**config.mk**
```make
export PLATFORM = sky130hd
export DESIGN_NAME = prifov_cfg_regs
export DESIGN_NICKNAME = d
export VERILOG_FILES = /design/src/rtl/prifov_pkg.sv /design/src/rtl/prifov_cfg_regs.sv
export SDC_FILE = /design/constraint.sdc
export NUM_CORES = 2
export LEC_CHECK = 0
export ABC_AREA = 1
export BUFFER_PORTS_ARGS = -buffer_cell sky130_fd_sc_hd__clkbuf_2
export CAP_MARGIN = 20
export CORE_MARGIN = 2
export CORE_UTILIZATION = 65
export DETAILED_ROUTE_END_ITERATION = 10
export GPL_ROUTABILITY_DRIVEN = 0
export PLACE_DENSITY = 0.83
export SLEW_MARGIN = 5
export SYNTH_ARGS = -nofsm -noshare
export SYNTH_HDL_FRONTEND = slang
export SYNTH_SLANG_ARGS = --single-unit
```
**constraint.sdc**
```tcl
create_clock -name i_clk -period 6.65 [get_ports i_clk]
set_input_delay 0.9975 -clock i_clk [delete_from_list [all_inputs] [get_ports i_clk]]
set_output_delay 0.9975 -clock i_clk [all_outputs]
set_load 0.02 [all_outputs]
```
**src/rtl/prifov_pkg.sv**
```systemverilog
// Package for the point range / intensity / field-of-view filter.
// Holds default widths, register indexes and the control structs shared by the filter modules.
// No dependencies.
package prifov_pkg;

    localparam int COORD_WIDTH_DEF     = 24;
    localparam int INTENSITY_WIDTH_DEF = 16;

    // Cosine register: signed Q1.15
    localparam int COS_WIDTH   = 16;
    // Squared cosine magnitude reaches 2^30, so it needs one bit more than 30
    localparam int COS_SQ_WIDTH = 2 * COS_WIDTH - 1;
    // Scale of the squared cosine: (2^15)^2
    localparam int AZ_SHIFT    = 2 * (COS_WIDTH - 1);

    localparam int CFG_IDX_WIDTH = 3;

    typedef enum logic [CFG_IDX_WIDTH-1:0] {
        REG_RANGE_MIN      = 3'd0,
        REG_RANGE_MAX      = 3'd1,
        REG_INTENSITY_LOW  = 3'd2,
        REG_INTENSITY_HIGH = 3'd3,
        REG_FOV_ENABLE     = 3'd4,
        REG_HALF_FOV_COS   = 3'd5
    } t_cfg_idx;

    // Per-point flags that travel with the data through the pipeline
    typedef struct packed {
        logic last;
        logic finite;
        logic int_ok;
        logic x_neg;
        logic origin;
    } t_pt_flags;

    // Azimuth window controls
    typedef struct packed {
        logic enable;
        logic cos_neg;
    } t_fov_cfg;

endpackage

```
**src/rtl/prifov_cfg_regs.sv**
```systemverilog
// Configuration registers of the filter and the squared thresholds derived from them.
// Depends on prifov_pkg.
module prifov_cfg_regs #(
    parameter int COORD_WIDTH     = prifov_pkg::COORD_WIDTH_DEF,
    parameter int INTENSITY_WIDTH = prifov_pkg::INTENSITY_WIDTH_DEF,
    parameter int CFG_DATA_WIDTH  = prifov_pkg::COORD_WIDTH_DEF
) (
    input  logic                                 i_clk,
    input  logic                                 i_rst_n,
    input  logic                                 i_cfg_we,
    input  logic [prifov_pkg::CFG_IDX_WIDTH-1:0] i_cfg_idx,
    input  logic [CFG_DATA_WIDTH-1:0]            i_cfg_data,
    output logic [2*COORD_WIDTH-1:0]             o_rmin2,
    output logic [2*COORD_WIDTH-1:0]             o_rmax2,
    output logic [INTENSITY_WIDTH-1:0]           o_int_low,
    output logic [INTENSITY_WIDTH-1:0]           o_int_high,
    output logic [prifov_pkg::COS_SQ_WIDTH-1:0]  o_ac2,
    output prifov_pkg::t_fov_cfg                 o_fov
);
    import prifov_pkg::*;

    localparam int SqW = 2 * COORD_WIDTH;

    logic [COORD_WIDTH-1:0]     r_range_min;
    logic [COORD_WIDTH-1:0]     r_range_max;
    logic [INTENSITY_WIDTH-1:0] r_int_low;
    logic [INTENSITY_WIDTH-1:0] r_int_high;
    logic                       r_fov_en;
    logic [COS_WIDTH-1:0]       r_cos;
    logic [SqW-1:0]             r_rmin2;
    logic [SqW-1:0]             r_rmax2;
    logic [COS_SQ_WIDTH-1:0]    r_ac2;
    logic [COS_WIDTH-1:0]       cos_mag;

    always_ff @(posedge i_clk) begin
        if (!i_rst_n) begin
            r_range_min <= '0;
            r_range_max <= '1;
            r_int_low   <= '0;
            r_int_high  <= '1;
            r_fov_en    <= 1'b0;
            r_cos       <= {1'b1, {(COS_WIDTH-1){1'b0}}};
        end else if (i_cfg_we) begin
            case (t_cfg_idx'(i_cfg_idx))
                REG_RANGE_MIN:      r_range_min <= i_cfg_data[COORD_WIDTH-1:0];
                REG_RANGE_MAX:      r_range_max <= i_cfg_data[COORD_WIDTH-1:0];
                REG_INTENSITY_LOW:  r_int_low   <= i_cfg_data[INTENSITY_WIDTH-1:0];
                REG_INTENSITY_HIGH: r_int_high  <= i_cfg_data[INTENSITY_WIDTH-1:0];
                REG_FOV_ENABLE:     r_fov_en    <= i_cfg_data[0];
                REG_HALF_FOV_COS:   r_cos       <= i_cfg_data[COS_WIDTH-1:0];
                default: begin
                end
            endcase
        end
    end

    // Magnitude of the cosine; -1.0 maps to 2^15, which still fits unsigned
    assign cos_mag = r_cos[COS_WIDTH-1] ? (~r_cos + COS_WIDTH'(1)) : r_cos;

    // Squares are registered from the configuration registers, long before a point needs them
    always_ff @(posedge i_clk) begin
        r_rmin2 <= SqW'(r_range_min) * SqW'(r_range_min);
        r_rmax2 <= SqW'(r_range_max) * SqW'(r_range_max);
        r_ac2   <= COS_SQ_WIDTH'(cos_mag) * COS_SQ_WIDTH'(cos_mag);
    end

    assign o_rmin2        = r_rmin2;
    assign o_rmax2        = r_rmax2;
    assign o_int_low      = r_int_low;
    assign o_int_high     = r_int_high;
    assign o_ac2          = r_ac2;
    assign o_fov.enable   = r_fov_en;
    assign o_fov.cos_neg  = r_cos[COS_WIDTH-1];

    a_rst_range_max: assert property (@(posedge i_clk) disable iff (!i_rst_n)
        $past(!i_rst_n) |-> (r_range_max == '1 && r_fov_en == 1'b0))
        else $error("range_max or fov_enable not at reset value after reset");

endmodule

```
==> reports/metrics.yaml <==
worstPathMaxFanout: 14
globalRoute.totalOverflow: 0
cts_buffers: 29
min_from: "o_int_high[1]$_SDFFE_PN1P_"
cts_max_level: 1
fin_skew_ns: 0.0241
grt_first_pass_wirelength_um: 216000
fmax_ghz: 0.155
wl_per_cell_um: 17.3
r2r_slack_ns: 0.21
rr_startpoint: "r_range_min[2]$_SDFFE_PN0P_"
r2r_end: "o_rmin2[28]$_DFF_P_"
grtUsageTotal_pct: 35.2
synth_warnings: 0
ctsLongestPathBuffers: 3
syn-instance-count: 6325
antenna_found_initial: 7
syn2layout_area_growth_pct: 7.87
fin_crit_sh_pct: 96.8
n_fill_cell: 5594
layout.nets: 8020
maxCapViolCount: 0
cp-start-kind: "flop"
die_y_um: 279
period_needed_ns: 6.44
fp.dieW_um: 279
reg2reg_depth: 24
drv_slew: 0
place_hpwl_um: 110000
vias_per_cell: 5.37
clock-root-buffer: "clkbuf_16"
worstSkewPairLatency_ns: 0.62
dr.pass1.iters: 6
ys_seq_area_share_pct: 9.03
grt_max_degree: 98
worstPathCellList: "buf_4 > nand2_1 > fa_1 > inv_1 > fa_1 > inv_1 > fa_1 > inv_1 > fa_1 > fa_1 > fa_1 > inv_1 > fa_1 > inv_1 > ha_1 > nand2_1 > nor2_1 > nand2_1 > inv_1 > nand2_1 > nand2_1 > nand2_1 > nand3_1 > nand2_1"
run_status: "finished clean"
io_pins: 191
grt_pass1_vias: 43000
cts.clk_slew.worst_paths_ns: 0.06
dieArea_um2: 77600
worst_pin_slew_ns: 1.01
core_area_um2: 74600
cts_tree: "done"
critPathBufInv: 7
synth.distinct_cells: 38
drc: 0
final_area_um2: 52800
rows: 100
drt_iter0_markers: 4224
max_stage_delay_ns: 0.59
hold_depth: 2
vias: 40500
rsz0062_at_grt: "true"
wirelength_um: 130000
cts.sinks: 221
dpl-instance-area_um2: 51600
finalSetupViolations: 0
whs_ns: 0.457
relSlewSlack_pct: 32.5
cp.arrival_ns: 6.93
start_util_pct: 65.7
antenna_left: 0
critPathTopFamily: "adder cells"
worstHoldPathType: "reg -> reg"
port_buffers: 187
crit_required_ns: 7.14
cp-end-kind: "flop"
synth-seq-cells: 221
hold_viol: 0
holdPathEnd: "o_int_high[1]$_SDFFE_PN1P_"
avgSynthCellArea_um2: 7.74
synth_area_um2: 49000
worstSetupPathType: "reg -> reg"
drive_gt1_share_pct: 6.92
cp_slowest_cell: "fa_1"
==> timing repair <==
item	CTS	global route
resized for setup	0	69
endpoints found under the hold margin	0	0
hold buffers	0	0
endpoints found under the setup margin	0	73
buffers inserted	0	3
==> Yosys cell counts (all sizes together) <==
master	count	share of area, %
o21a	3	0.046
o21ai	82	0.85
and2	2	0.026
o21bai	14	0.21
o211ai	17	0.26
a21oi	127	1.3
clkbuf	133	1.0
inv	2003	15
nand3	157	1.6
conb	2	0.015
nor4	1	0.013
or2	8	0.10
and3	1	0.013
nand2	1571	12
a21o	7	0.11
clkinv	3	0.023
nand4	43	0.55
nor2	341	2.6
xor2	71	1.3
fa	1007	41
buf	20	0.26
dfxtp	221	9.0
xnor2	22	0.39
ha	446	11
a31o	1	0.018
nor3	22	0.22
==> per-layer routing <==
| metal | wire length, µm | global-route usage, % | vias to the layer above |
|---|---|---|---|
| li1 | - | - | 18300 |
| met1 | 49900 | 46.8 | 19500 |
| met2 | 60000 | 56.9 | 2228 |
| met3 | 14600 | 7.42 | 426 |
| met4 | 5600 | 13.3 | 10 |
| met5 | 55 | 0 | - |
==> flip-flops by register name, indices dropped and copies added, names as in the netlist <==
name / count
o_ac2: 30
o_int_high: 16
o_int_low: 16
o_rmax2: 47
o_rmin2: 47
r_cos: 16
r_fov_en: 1
r_range_max: 24
r_range_min: 24
==> through the flow <==
stage | util [%] | setup slack (ns) | setup TNS (ns) | cells
2_1_floorplan | - | 0.547 | 0 | 6338
3_3_place_gp | 69.2 | 0.0671 | 0 | 7472
3_5_place_dp | 69.2 | 0.0507 | 0 | 7472
4_1_cts | 70.6 | 0.000878 | 0 | 7525
5_1_grt | 70.8 | -0.00392 | -0.00470 | 7528
6_report | 70.9 | 0.210 | 0 | 7531
==> worst register-to-register path, delay by kind of cell, from the launching register on <==
| kind | cells | cell delay (ns) |
|---|---|---|
| adders and majority gates | 8 | 3.96 |
| and+or+nand+nor | 9 | 1.20 |
| buffers and inverters | 7 | 0.67 |
| DFF | 1 | 0.50 |
==> placed cells by master (no fill, tap or decap), types with 7 or more instances in the layout <==
master	instances
clkbuf_16	29
xnor2_1	22
conb_1	15
inv_1	1995
o21bai_1	14
fa_1	1007
dfxtp_4	8
nor3_1	22
dfxtp_1	191
buf_4	126
buf_12	7
ha_1	446
clkbuf_2	186
nand2_2	9
nor2_1	327
nor2_2	12
o211ai_1	17
o21ai_0	76
nand4_1	43
dfxtp_2	22
a21o_1	7
a21oi_2	8
a21oi_1	119
nand3_1	156
xor2_1	70
nand2_1	1558
==> area by class of cell <==
cell class	count	area, µm²	share of cell area (%)
multi-input combinational	3958	36500	69.2
inverter	2006	7530	14.3
sequential	221	4480	8.48
timing repair buffer	321	2030	3.85
tap	969	1210	2.29
clock buffer	35	768	1.45
clock inverter	18	254	0.481
antenna	3	7.51	0.0142
==> kinds of logic (layout without fill, tap and decap cells) <==
kind of cell,Yosys count,in the layout,share of synthesized area [%]
buffers and inverters,2159,2380,16.7
and+or+nand+nor,2146,2146,17.3
adders and majority gates,1453,1453,52.5
AOI/OAI and AO/OA,251,251,2.79
DFF,221,221,9.03
xor gates and xnor gates,93,93,1.66
other,2,18,0.0153
==> worst max-delay path by stage <==
| stage | endpoint | start | depth (start not counted) | slack [ns] |
|---|---|---|---|---|
| finish | o_rmin2[28]$_DFF_P_ | r_range_min[2]$_SDFFE_PN0P_ | 24 | 0.21 |
| detailed placement | o_rmin2[38]$_DFF_P_ | r_range_min[9]$_SDFFE_PN0P_ | 24 | 0.05 |
| global placement | o_rmin2[37]$_DFF_P_ | r_range_min[9]$_SDFFE_PN0P_ | 21 | 0.07 |
| global route | o_rmin2[44]$_DFF_P_ | r_range_min[12]$_SDFFE_PN0P_ | 26 | -0.004 |
| floorplan | o_ac2[21]$_DFF_P_ | r_cos[0]$_SDFFE_PN0P_ | 29 | 0.55 |
| CTS | o_rmin2[34]$_DFF_P_ | r_range_min[8]$_SDFFE_PN0P_ | 24 | 0.0009 |
Power is not shown: default switching activity piles up to over one toggle a cycle in this logic, so the estimate is an artifact.
