### src/rtl/prifov_pkg.sv
// Package for the point range / intensity / field-of-view filter.
// Holds default widths, register indexes and the control structs shared by the filter modules.
// No dependencies.
package prifov_pkg;

    localparam int COORD_WIDTH_DEF     = 24;
    localparam int INTENSITY_WIDTH_DEF = 16;

    // Cosine register: signed Q1.15
    localparam int COS_WIDTH   = 16;
    // Squared cosine magnitude reaches 2^30, so it needs one bit more than 30
    localparam int COS_SQ_WIDTH = 2 * COS_WIDTH - 1;
    // Scale of the squared cosine: (2^15)^2
    localparam int AZ_SHIFT    = 2 * (COS_WIDTH - 1);

    localparam int CFG_IDX_WIDTH = 3;

    typedef enum logic [CFG_IDX_WIDTH-1:0] {
        REG_RANGE_MIN      = 3'd0,
        REG_RANGE_MAX      = 3'd1,
        REG_INTENSITY_LOW  = 3'd2,
        REG_INTENSITY_HIGH = 3'd3,
        REG_FOV_ENABLE     = 3'd4,
        REG_HALF_FOV_COS   = 3'd5
    } t_cfg_idx;

    // Per-point flags that travel with the data through the pipeline
    typedef struct packed {
        logic last;
        logic finite;
        logic int_ok;
        logic x_neg;
        logic origin;
    } t_pt_flags;

    // Azimuth window controls
    typedef struct packed {
        logic enable;
        logic cos_neg;
    } t_fov_cfg;

endpackage

### src/rtl/prifov_front.sv
// Front half of the filter pipeline: magnitudes, squares and the squared-range sums.
// Three register stages with per-stage valid; depends on prifov_pkg.
module prifov_front #(
    parameter int COORD_WIDTH     = prifov_pkg::COORD_WIDTH_DEF,
    parameter int INTENSITY_WIDTH = prifov_pkg::INTENSITY_WIDTH_DEF
) (
    input  logic                              i_clk,
    input  logic                              i_rst_n,
    input  logic                              i_valid,
    output logic                              o_ready,
    input  logic signed [COORD_WIDTH-1:0]     i_px,
    input  logic signed [COORD_WIDTH-1:0]     i_py,
    input  logic signed [COORD_WIDTH-1:0]     i_pz,
    input  logic        [INTENSITY_WIDTH-1:0] i_intensity,
    input  logic                              i_finite,
    input  logic                              i_last,
    input  logic        [INTENSITY_WIDTH-1:0] i_int_low,
    input  logic        [INTENSITY_WIDTH-1:0] i_int_high,
    output logic                              o_valid,
    input  logic                              i_ready,
    output logic signed [COORD_WIDTH-1:0]     o_px,
    output logic signed [COORD_WIDTH-1:0]     o_py,
    output logic signed [COORD_WIDTH-1:0]     o_pz,
    output logic        [INTENSITY_WIDTH-1:0] o_intensity,
    output prifov_pkg::t_pt_flags             o_flags,
    output logic        [2*COORD_WIDTH-1:0]   o_x2,
    output logic        [2*COORD_WIDTH:0]     o_rxy2,
    output logic        [2*COORD_WIDTH+1:0]   o_r2
);
    import prifov_pkg::*;

    localparam int W   = COORD_WIDTH;
    localparam int SqW = 2 * COORD_WIDTH;

    logic s1_rdy, s2_rdy, s3_rdy;
    logic [W-1:0] n_ax, n_ay, n_az;
    t_pt_flags    n_flags;

    // Stage 1: magnitudes and flags
    logic                       r_v1;
    logic signed [W-1:0]        r_px1, r_py1, r_pz1;
    logic [INTENSITY_WIDTH-1:0] r_int1;
    t_pt_flags                  r_flags1;
    logic [W-1:0]               r_ax1, r_ay1, r_az1;

    // Stage 2: squares
    logic                       r_v2;
    logic signed [W-1:0]        r_px2, r_py2, r_pz2;
    logic [INTENSITY_WIDTH-1:0] r_int2;
    t_pt_flags                  r_flags2;
    logic [SqW-1:0]             r_x2_2, r_y2_2, r_z2_2;

    // Stage 3: sums
    logic                       r_v3;
    logic signed [W-1:0]        r_px3, r_py3, r_pz3;
    logic [INTENSITY_WIDTH-1:0] r_int3;
    t_pt_flags                  r_flags3;
    logic [SqW-1:0]             r_x2_3;
    logic [SqW:0]               r_rxy2_3;
    logic [SqW+1:0]             r_r2_3;

    assign s3_rdy  = !r_v3 || i_ready;
    assign s2_rdy  = !r_v2 || s3_rdy;
    assign s1_rdy  = !r_v1 || s2_rdy;
    assign o_ready = s1_rdy;

    assign n_ax = i_px[W-1] ? (~W'(i_px) + W'(1)) : W'(i_px);
    assign n_ay = i_py[W-1] ? (~W'(i_py) + W'(1)) : W'(i_py);
    assign n_az = i_pz[W-1] ? (~W'(i_pz) + W'(1)) : W'(i_pz);

    always_comb begin
        n_flags.last   = i_last;
        n_flags.finite = i_finite;
        n_flags.int_ok = (i_intensity >= i_int_low) && (i_intensity <= i_int_high);
        n_flags.x_neg  = i_px[W-1];
        n_flags.origin = (i_px == '0) && (i_py == '0);
    end

    always_ff @(posedge i_clk) begin
        if (!i_rst_n) begin
            r_v1 <= 1'b0;
            r_v2 <= 1'b0;
            r_v3 <= 1'b0;
        end else begin
            if (s1_rdy) begin
                r_v1 <= i_valid;
            end
            if (s2_rdy) begin
                r_v2 <= r_v1;
            end
            if (s3_rdy) begin
                r_v3 <= r_v2;
            end
        end
    end

    always_ff @(posedge i_clk) begin
        if (s1_rdy) begin
            r_px1    <= i_px;
            r_py1    <= i_py;
            r_pz1    <= i_pz;
            r_int1   <= i_intensity;
            r_flags1 <= n_flags;
            r_ax1    <= n_ax;
            r_ay1    <= n_ay;
            r_az1    <= n_az;
        end
        if (s2_rdy) begin
            r_px2    <= r_px1;
            r_py2    <= r_py1;
            r_pz2    <= r_pz1;
            r_int2   <= r_int1;
            r_flags2 <= r_flags1;
            r_x2_2   <= SqW'(r_ax1) * SqW'(r_ax1);
            r_y2_2   <= SqW'(r_ay1) * SqW'(r_ay1);
            r_z2_2   <= SqW'(r_az1) * SqW'(r_az1);
        end
        if (s3_rdy) begin
            r_px3    <= r_px2;
            r_py3    <= r_py2;
            r_pz3    <= r_pz2;
            r_int3   <= r_int2;
            r_flags3 <= r_flags2;
            r_x2_3   <= r_x2_2;
            r_rxy2_3 <= (SqW+1)'(r_x2_2) + (SqW+1)'(r_y2_2);
            r_r2_3   <= (SqW+2)'(r_x2_2) + (SqW+2)'(r_y2_2) + (SqW+2)'(r_z2_2);
        end
    end

    assign o_valid     = r_v3;
    assign o_px        = r_px3;
    assign o_py        = r_py3;
    assign o_pz        = r_pz3;
    assign o_intensity = r_int3;
    assign o_flags     = r_flags3;
    assign o_x2        = r_x2_3;
    assign o_rxy2      = r_rxy2_3;
    assign o_r2        = r_r2_3;

    a_s1_hold: assert property (@(posedge i_clk) disable iff (!i_rst_n)
        (r_v1 && !s2_rdy) |=> (r_v1 && $stable(r_px1) && $stable(r_ax1)))
        else $error("stage 1 lost or changed a stalled point");

    a_s3_sum_order: assert property (@(posedge i_clk) disable iff (!i_rst_n)
        r_v3 |-> ((SqW+2)'(r_rxy2_3) <= r_r2_3 && (SqW+1)'(r_x2_3) <= r_rxy2_3))
        else $error("partial squared range exceeds full squared range");

endmodule

### config.mk
export PLATFORM = sky130hd
export DESIGN_NAME = prifov_front
export DESIGN_NICKNAME = d
export VERILOG_FILES = /design/src/rtl/prifov_pkg.sv /design/src/rtl/prifov_front.sv
export SDC_FILE = /design/constraint.sdc
export NUM_CORES = 2
export LEC_CHECK = 0
export ABC_AREA = 1
export ABC_CLOCK_PERIOD_IN_PS = 40400
export BUFFER_PORTS_ARGS = -buffer_cell sky130_fd_sc_hd__buf_4
export CAP_MARGIN = 30
export CORE_AREA = 2 2 264 462
export CTS_CLUSTER_DIAMETER = 60
export DETAILED_ROUTE_END_ITERATION = 10
export DIE_AREA = 0 0 266 464
export PLACE_DENSITY = 0.9
export SYNTH_ARGS = -nofsm -noshare
export SYNTH_HDL_FRONTEND = slang
export SYNTH_SLANG_ARGS = --single-unit
### constraint.sdc
create_clock -name i_clk -period 40.4 [get_ports i_clk]
set_input_delay 8.08 -clock i_clk [delete_from_list [all_inputs] [get_ports i_clk]]
set_output_delay 8.08 -clock i_clk [all_outputs]
set_load 0.1 [all_outputs]
==> flow_metrics.env <==
export IMPL_outcome="complete, but fails checks"
export IMPL_failed_checks="design-rule violations"
export IMPL_rsz0062_at_grt="false"
export IMPL_die_h_um=464
export IMPL_antenna_found_initial=20
export IMPL_die_w_um=266
export IMPL_grt_overflow=0
export IMPL_clock_sinks=631
export IMPL_via_per_inst=5.68
export IMPL_htreeDepth=2
export IMPL_hpwl_um=204000
export IMPL_rows=168
export IMPL_worst_r2r_path_depth=26
export IMPL_clock_skew_ps=38.1
export IMPL_clock_path_buffers=3
export IMPL_hold_depth=0
export IMPL_maxSlewHeadroom=0.373
export IMPL_drtIter0Drc=6214
export IMPL_initial_core_util=0.698
export IMPL_cp_arrival_ps=9980
export IMPL_wl_per_cell_um=21.9
export IMPL_synthCells=9891
export IMPL_hold_path_class="reg -> reg"
export IMPL_async_flop_share=0
export IMPL_ys_seq_elements=631
export IMPL_multi_input_area_um2=52300
export IMPL_netlist_area_um2=83300
export IMPL_worst_slew_pin_slew_ps=941
export IMPL_io_pins=368
export IMPL_dr_wl_met3_um=25400
export IMPL_layout_commonest_cell="inv_1"
export IMPL_tns_ps=0
export IMPL_drc=1
export IMPL_clockRootBuffer="clkbuf_16"
export IMPL_dp_cells=11700
export IMPL_cts_setup_buffers=0
export IMPL_fmax_mhz=55.4
export IMPL_fin_cells=11800
export IMPL_cp_required_ps=32320
export IMPL_crit_path_end_kind="output pin"
export IMPL_report_final_slew_viol_count=0
export IMPL_critical_path_class="in -> out"
export IMPL_route_met2_wl_um=127000
export IMPL_port_buffer_count=366
export IMPL_finalCritPeriodShare=0.447
export IMPL_final_area_um2=90600
export IMPL_setup_viol=0
export IMPL_path_max_fanout=42
export IMPL_area_growth_synth_to_final_pct=8.71
export IMPL_area_sequential_um2=18900
export IMPL_clk_insertion_delay_late_ps=690
export IMPL_holdBufCountCts=0
export IMPL_yosysUniqueCellTypes=45
export IMPL_fp_dieArea_um2=123000
export IMPL_path_clk_slew_ps=70
export IMPL_dpl_cell_area_um2=88400
export IMPL_cts_tree="built"
export IMPL_track_usage=0.433
export IMPL_drtAntennaViolNets=0
export IMPL_hold_viol_final=0
export IMPL_core_um2=119000
export IMPL_avgSynthCellArea_um2=8.43
export IMPL_nFillCells=7837
export IMPL_final_cell_mix="inv_1, nand2_1, fa_1, ha_1, edfxtp_1"
export IMPL_yosys_warnings=0
export IMPL_dr_pass1_iters=11
export IMPL_synth_edff_count=628
export IMPL_ys_flop_type="edfxtp_1"
export IMPL_grt_max_degree=92
export IMPL_wl_met1_um=77600
export IMPL_layout_drive_gt1_share=0.0651
export IMPL_postCtsResizedCells=0
export IMPL_wl_um=259000
export IMPL_synth_seq_area_share=0.227
export IMPL_gp_congestion=1.02
export IMPL_top_layer_used="met5"
export IMPL_grt_pass1_vias=74100
export IMPL_grt_pass1_wl_um=397000
export IMPL_maxCapViolations=0
export IMPL_cp_start_kind="input port"
export IMPL_nNetsFinal=12300
export IMPL_vias=67200
export IMPL_fin_crit_ps=18060
export IMPL_cts_made_buffers=59
[per-stage QoR]
step           utilization  hold slack (ps)  setup slack, ps
6_report             0.759              410            22340
5_1_grt              0.759              418            22190
4_1_cts              0.757              414            22320
3_5_place_dp         0.741              405            22340
3_3_place_gp         0.736              400            22370
2_1_floorplan            -              400            14530
[state kept, by name, indices dropped and copies added, names as in the netlist, 46 cells and up]
| signal | count |
|---|---|
| o_x2 | 46 |
| o_r2 | 50 |
| r_z2_2 | 46 |
| o_rxy2 | 49 |
| r_y2_2 | 46 |
| r_x2_2 | 46 |
[metal layers]
layer,vias up,track usage
li1,29300,-
met3,2027,0.132
met5,-,0.00755
met4,12,0.374
met1,31500,0.425
met2,4378,0.736
[critical path, stage by stage]
cell     delay (ps)
buf_4           110
inv_1            90
nand2_4         320
nor2_1          590
nand2_4         400
buf_4           370
[Yosys cell counts (25+ instances only)]
master	number	area, µm²
nand3_1	200	1000
nand2_1	2702	10100
o21ai_0	33	165
edfxtp_1	628	18900
ha_1	655	8200
nand4_1	47	294
xor2_1	166	1450
fa_1	1317	26400
nor2_2	53	332
nor2_1	446	1670
a21oi_1	168	841
nor3_1	37	185
xnor2_1	50	438
clkbuf_1	150	563
nand3_2	25	250
inv_1	3062	11500
o21bai_1	27	203
[layout make-up]
type / count / area share
antenna: 7 / 0.000193
clock buffer: 71 / 0.0170
clock inverter: 39 / 0.00497
inverter: 3074 / 0.127
multi-input combinational: 6032 / 0.577
sequential: 631 / 0.209
tap: 1530 / 0.0211
timing repair buffer: 447 / 0.0430
[kinds of logic after synthesis]
| kind of cell | count (synthesis) | share of synthesized area |
|---|---|---|
| flip-flops | 631 | 0.227 |
| AND/OR/NAND/NOR | 3574 | 0.172 |
| buffers and inverters | 3231 | 0.146 |
| XOR/XNOR | 216 | 0.0227 |
| adder cells (fa/ha/maj) | 1972 | 0.415 |
| other | 1 | 0.0000450 |
| AO/OA/AOI/OAI | 266 | 0.0177 |
[final timing paths]
kind	start	endpoint	slack, ps
worst max-delay path	i_ready	o_ready	22340
worst min-delay path	r_int1[5]	r_int2[5]	410
worst max register to register	r_az1[15]	r_z2_2[37]	32760
worst min register to register	r_int1[5]	r_int2[5]	410
Power is left out: the tool's default activity adds up to more than one toggle a clock period on the data nets, which glitch-free logic cannot reach.
