## src/rtl/prifov_pkg.sv

```systemverilog
// Package for the point range / intensity / field-of-view filter.
// Holds default widths, register indexes and the control structs shared by the filter modules.
// No dependencies.
package prifov_pkg;

    localparam int COORD_WIDTH_DEF     = 24;
    localparam int INTENSITY_WIDTH_DEF = 16;

    // Cosine register: signed Q1.15
    localparam int COS_WIDTH   = 16;
    // Squared cosine magnitude reaches 2^30, so it needs one bit more than 30
    localparam int COS_SQ_WIDTH = 2 * COS_WIDTH - 1;
    // Scale of the squared cosine: (2^15)^2
    localparam int AZ_SHIFT    = 2 * (COS_WIDTH - 1);

    localparam int CFG_IDX_WIDTH = 3;

    typedef enum logic [CFG_IDX_WIDTH-1:0] {
        REG_RANGE_MIN      = 3'd0,
        REG_RANGE_MAX      = 3'd1,
        REG_INTENSITY_LOW  = 3'd2,
        REG_INTENSITY_HIGH = 3'd3,
        REG_FOV_ENABLE     = 3'd4,
        REG_HALF_FOV_COS   = 3'd5
    } t_cfg_idx;

    // Per-point flags that travel with the data through the pipeline
    typedef struct packed {
        logic last;
        logic finite;
        logic int_ok;
        logic x_neg;
        logic origin;
    } t_pt_flags;

    // Azimuth window controls
    typedef struct packed {
        logic enable;
        logic cos_neg;
    } t_fov_cfg;

endpackage

```

## src/rtl/prifov_back.sv

```systemverilog
// Back half of the filter pipeline: range compare, azimuth products and the keep decision.
// Two register stages, the last one is the output register; depends on prifov_pkg.
module prifov_back #(
    parameter int COORD_WIDTH     = prifov_pkg::COORD_WIDTH_DEF,
    parameter int INTENSITY_WIDTH = prifov_pkg::INTENSITY_WIDTH_DEF
) (
    input  logic                                i_clk,
    input  logic                                i_rst_n,
    input  logic                                i_valid,
    output logic                                o_ready,
    input  logic signed [COORD_WIDTH-1:0]       i_px,
    input  logic signed [COORD_WIDTH-1:0]       i_py,
    input  logic signed [COORD_WIDTH-1:0]       i_pz,
    input  logic        [INTENSITY_WIDTH-1:0]   i_intensity,
    input  prifov_pkg::t_pt_flags               i_flags,
    input  logic        [2*COORD_WIDTH-1:0]     i_x2,
    input  logic        [2*COORD_WIDTH:0]       i_rxy2,
    input  logic        [2*COORD_WIDTH+1:0]     i_r2,
    input  logic        [2*COORD_WIDTH-1:0]     i_rmin2,
    input  logic        [2*COORD_WIDTH-1:0]     i_rmax2,
    input  logic [prifov_pkg::COS_SQ_WIDTH-1:0] i_ac2,
    input  prifov_pkg::t_fov_cfg                i_fov,
    output logic                                o_valid,
    input  logic                                i_ready,
    output logic signed [COORD_WIDTH-1:0]       o_qx,
    output logic signed [COORD_WIDTH-1:0]       o_qy,
    output logic signed [COORD_WIDTH-1:0]       o_qz,
    output logic        [INTENSITY_WIDTH-1:0]   o_q_intensity,
    output logic                                o_keep,
    output logic                                o_last
);
    import prifov_pkg::*;

    localparam int W     = COORD_WIDTH;
    localparam int SqW   = 2 * COORD_WIDTH;
    localparam int LoPpW = W + COS_SQ_WIDTH;
    localparam int HiPpW = W + 1 + COS_SQ_WIDTH;
    localparam int ProdW = SqW + 1 + COS_SQ_WIDTH;

    logic s4_rdy, s5_rdy;

    // Stage 4: range test and split product of squared xy range by squared cosine
    logic                       r_v4;
    logic signed [W-1:0]        r_px4, r_py4, r_pz4;
    logic [INTENSITY_WIDTH-1:0] r_int4;
    t_pt_flags                  r_flags4;
    logic                       r_range_ok4;
    logic [SqW-1:0]             r_x2_4;
    logic [LoPpW-1:0]           r_pp_lo4;
    logic [HiPpW-1:0]           r_pp_hi4;

    // Stage 5: output register
    logic                       r_v5;
    logic signed [W-1:0]        r_px5, r_py5, r_pz5;
    logic [INTENSITY_WIDTH-1:0] r_int5;
    logic                       r_keep5;
    logic                       r_last5;

    logic [ProdW-1:0] lhs, rhs;
    logic             az_gt, az_lt, az_ok, n_keep;

    assign s5_rdy  = !r_v5 || i_ready;
    assign s4_rdy  = !r_v4 || s5_rdy;
    assign o_ready = s4_rdy;

    // x^2 * 2^30 against cos^2 * (x^2 + y^2), both exact
    assign lhs   = ProdW'(r_x2_4) << AZ_SHIFT;
    assign rhs   = (ProdW'(r_pp_hi4) << W) + ProdW'(r_pp_lo4);
    assign az_gt = lhs > rhs;
    assign az_lt = lhs < rhs;

    always_comb begin
        if (!i_fov.enable || r_flags4.origin) begin
            az_ok = 1'b1;
        end else if (!r_flags4.x_neg && i_fov.cos_neg) begin
            az_ok = 1'b1;
        end else if (r_flags4.x_neg && !i_fov.cos_neg) begin
            az_ok = 1'b0;
        end else if (!r_flags4.x_neg) begin
            az_ok = az_gt;
        end else begin
            az_ok = az_lt;
        end
        n_keep = az_ok && r_range_ok4 && r_flags4.int_ok && r_flags4.finite;
    end

    always_ff @(posedge i_clk) begin
        if (!i_rst_n) begin
            r_v4 <= 1'b0;
            r_v5 <= 1'b0;
        end else begin
            if (s4_rdy) begin
                r_v4 <= i_valid;
            end
            if (s5_rdy) begin
                r_v5 <= r_v4;
            end
        end
    end

    always_ff @(posedge i_clk) begin
        if (s4_rdy) begin
            r_px4       <= i_px;
            r_py4       <= i_py;
            r_pz4       <= i_pz;
            r_int4      <= i_intensity;
            r_flags4    <= i_flags;
            r_range_ok4 <= (i_r2 >= (SqW+2)'(i_rmin2)) && (i_r2 <= (SqW+2)'(i_rmax2));
            r_x2_4      <= i_x2;
            r_pp_lo4    <= LoPpW'(i_rxy2[W-1:0]) * LoPpW'(i_ac2);
            r_pp_hi4    <= HiPpW'(i_rxy2[SqW:W]) * HiPpW'(i_ac2);
        end
        if (s5_rdy) begin
            r_px5   <= r_px4;
            r_py5   <= r_py4;
            r_pz5   <= r_pz4;
            r_int5  <= r_int4;
            r_keep5 <= n_keep;
            r_last5 <= r_flags4.last;
        end
    end

    assign o_valid       = r_v5;
    assign o_qx          = r_px5;
    assign o_qy          = r_py5;
    assign o_qz          = r_pz5;
    assign o_q_intensity = r_int5;
    assign o_keep        = r_keep5;
    assign o_last        = r_last5;

    a_s4_hold: assert property (@(posedge i_clk) disable iff (!i_rst_n)
        (r_v4 && !s5_rdy) |=> (r_v4 && $stable(r_pp_lo4) && $stable(r_flags4)))
        else $error("stage 4 lost or changed a stalled point");

    a_wrong_half_plane: assert property (@(posedge i_clk) disable iff (!i_rst_n)
        (r_v4 && s5_rdy && i_fov.enable && r_flags4.x_neg && !i_fov.cos_neg) |=> !r_keep5)
        else $error("point behind a narrow window was kept");

    a_not_finite: assert property (@(posedge i_clk) disable iff (!i_rst_n)
        (r_v4 && s5_rdy && !r_flags4.finite) |=> !r_keep5)
        else $error("non-finite point was kept");

endmodule

```

## config.mk

```make
export PLATFORM = sky130hd
export DESIGN_NAME = prifov_back
export DESIGN_NICKNAME = d
export VERILOG_FILES = /design/src/rtl/prifov_pkg.sv /design/src/rtl/prifov_back.sv
export SDC_FILE = /design/constraint.sdc
export NUM_CORES = 2
export LEC_CHECK = 0
export ABC_AREA = 1
export BUFFER_PORTS_ARGS = -buffer_cell sky130_fd_sc_hd__buf_2
export CELL_PAD_IN_SITES_DETAIL_PLACEMENT = 0
export CELL_PAD_IN_SITES_GLOBAL_PLACEMENT = 1
export CORE_ASPECT_RATIO = 1.5
export CORE_MARGIN = 1
export CORE_UTILIZATION = 49
export CTS_CLUSTER_DIAMETER = 150
export DETAILED_ROUTE_END_ITERATION = 8
export PLACE_DENSITY = 0.95
export SLEW_MARGIN = 10
export SYNTH_ARGS = -nofsm -noshare
export SYNTH_HDL_FRONTEND = slang
export SYNTH_SLANG_ARGS = --single-unit
export TNS_END_PERCENT = 1
```

## constraint.sdc

```tcl
create_clock -name i_clk -period 12.11 [get_ports i_clk]
set_clock_uncertainty 0.05 [all_clocks]
set_input_delay 1.8165 -clock i_clk [delete_from_list [all_inputs] [get_ports i_clk]]
set_output_delay 1.8165 -clock i_clk [all_outputs]
set_load 0.03 [all_outputs]
```

==> results_dict.tcl <==
set metrics [dict create \
    status "completed" \
    synth-edff-count 343 \
    coreArea_sq_um 136000 \
    placementRows 166 \
    clock_sinks 345 \
    area_growth_pct 7.13 \
    grt_usage_pct 29.9 \
    clkTransAtPathRegs_ns 0.07 \
    ys_types 58 \
    antenna_left 0 \
    grt_max_degree 76 \
    synth_commonest_cells "inv_1, nand2_1, fa_1, ha_1, edfxtp_1" \
    setup.worst_path.start_class "input port" \
    finalCoreUtilization_pct 52.8 \
    synth_flop_cell "edfxtp_1" \
    cp-end-kind "register" \
    syn_inst 7979 \
    seq_area_frac_synth_pct 15.4 \
    setup_viol 0 \
    critPathKind "input port to register" \
    postCtsSetupBuffers 0 \
    cts_tree "yes" \
    seq_area_sq_um 10300 \
    syn-cell-area_sq_um 67200 \
    grt_setup_unrepaired "false" \
    cts_buffers 30 \
    dp_hpwl_um 162000 \
    synth_top_area_share_pct 38.8 \
    path_max_fanout 28 \
    slew_headroom_pct 25.3 \
    finalHoldViolCount 0 \
    port_buffers 464 \
    cp_data_arrival_time_ns 9.05 \
    gp_congestion 0.941 \
    synth_area_leaders "fa_1, edfxtp_1, inv_1, nand2_1, ha_1" \
    worst-slew-pin-transition_ns 1.12 \
    die_height_um 456 \
    cts_max_path_buffers 3 \
    grt_pass1_wl_um 318000 \
    grt_pass1_vias 57252 \
    max_cap_viol_count 0 \
    antenna_found_initial 29 \
    mappedNetlistNets 10200 \
    cts-root-buf "clkbuf_16" \
    overflow 0 \
    fmax_ghz 0.116 \
    drive_gt1_share_pct 7.58 \
    wire_per_inst_um 20.1 \
    r2r_setup_slack_ns 6.89 \
    maxSlewViolCount 0 \
    nNetsFinal 10438 \
    drc 0 \
    cts-resized-gates 0 \
    worst_hold_path_type "register to register" \
    num_vias 52010 \
    yosysMostFrequentCell "inv_1" \
    insertion_delay_ns 0.61 \
    dp.cells 9949 \
    syn_avg_cell_area_sq_um 8.42 \
    yosys_register_bits 345 \
    synth_top_cell_by_area "fa_1" \
    required_ns 12.51 \
    multi_input_area_sq_um 46200 \
    fp.dieW_um 304 \
    totalNegativeSetupSlack_ns 0 \
    postCtsHoldBufs 0 \
    dieArea_sq_um 139000 \
    viasPerCell 5.19 \
    yosys_warnings 0 \
    drt_iter0_drc 3881 \
    num-fill-cells 12702 \
    io_pins 465 \
    h-tree-depth 1 \
    start_util_pct 49.3 \
    fin_crit_sh_pct 71.4 \
    min_period_ns 8.65 \
    drt-total-wl_um 202000 \
    synth_async_sr_flop_share_pct 0 \
    stdcell_count 10017 \
    drtPass1Iterations 6 \
]
-- worst max-delay path: stages --
cell and delay [ns]:
buf_2 0.72, buf_4 0.50, nand2_1 0.11, fa_1 0.51
inv_1 0.06, fa_1 0.49, inv_1 0.08, fa_1 0.56
fa_1 0.46, fa_1 0.55, inv_1 0.05, fa_1 0.48
inv_1 0.05, fa_1 0.48, inv_1 0.05, ha_1 0.37
nand2_1 0.12, inv_1 0.08, nand2_1 0.09, nor3_1 0.21
nand2_1 0.10, o21ai_2 0.32, nand3_1 0.15, nand2_1 0.13
nand2_1 0.08, o21ai_1 0.17, xor2_1 0.22
-- placed cells by master (no fill, tap or decap), types with 4 or more instances in the layout --
| cell | instances |
|---|---|
| inv_1 | 2531 |
| nand2_1 | 1969 |
| fa_1 | 1301 |
| ha_1 | 547 |
| buf_2 | 464 |
| edfxtp_1 | 343 |
| a21oi_1 | 205 |
| nor2_1 | 193 |
| xor2_1 | 110 |
| o21ai_0 | 84 |
| nand3_1 | 50 |
| xnor2_1 | 47 |
| buf_4 | 46 |
| nand4_1 | 36 |
| a31oi_1 | 35 |
| nor3_1 | 32 |
| clkbuf_16 | 30 |
| a21o_1 | 29 |
| o21bai_1 | 17 |
| nor4_1 | 17 |
| diode_2 | 12 |
| nand2_2 | 12 |
| o211ai_1 | 12 |
| inv_6 | 10 |
| o21ai_2 | 9 |
| o21a_1 | 9 |
| o21ai_1 | 8 |
| a21oi_2 | 5 |
| and3_1 | 5 |
| nand3_2 | 5 |
| a211oi_1 | 5 |
| o31ai_1 | 4 |
| o221ai_1 | 4 |
| a221oi_1 | 4 |
| or2_2 | 4 |
-- sequential cells by signal (all words and copies together), names as in the netlist --
signal / flops
o_keep: 1
o_last: 1
o_q_intensity: 16
r_pz4: 24
o_valid: 1
r_int4: 16
o_qx: 24
r_range_ok4: 1
r_px4: 24
o_qz: 24
r_flags4: 5
r_pp_lo4: 55
r_x2_4: 48
r_py4: 24
r_v4: 1
o_qy: 24
r_pp_hi4: 56
-- metrics by stage --
step / setup WS [ns] / cell area (sq um) / hold WS (ns)
after floorplan: 1.69 / 67200 / 0.350
final: 3.46 / 72000 / 0.364
after global placement: 2.99 / 71000 / 0.350
after global routing: 3.18 / 72000 / 0.367
after CTS: 3.58 / 72000 / 0.367
after detailed placement: 2.93 / 71000 / 0.355
-- metal layers --
metal / GRT usage [%] / routed length (um)
met1: 33.3 / 70300
met2: 53.0 / 101000
met3: 4.40 / 14400
met4: 19.7 / 16000
met5: 0 / 170
-- final cells by class --
class	count	area share, %
flip-flops and latches	345	14.4
well taps	1764	3.07
multi-input cells	4798	64.2
clock buffers	33	1.06
clock inverters	23	0.342
diodes	12	0.0417
repair buffers	510	3.71
inverters	2532	13.2
-- path summary, 6_finish.rpt --
path	start	end	cells after the start
worst min-delay path	r_py4[17]	o_qy[17]	0
worst max-delay path	i_ac2[11]	r_pp_hi4[48]	27
worst min register to register	r_py4[17]	o_qy[17]	0
worst max register to register	r_pp_lo4[24]	o_keep	24
-- cell families after synthesis --
group                    share of synthesized area [%]
buffers and inverters                             15.8
XOR/XNOR                                          2.05
AO/OA/AOI/OAI                                     4.08
flip-flops                                        15.4
adder cells (fa/ha/maj)                           48.9
AND/OR/NAND/NOR                                   13.7
Power is not shown: default switching activity piles up to over one toggle a cycle in this logic, so the estimate is an artifact.
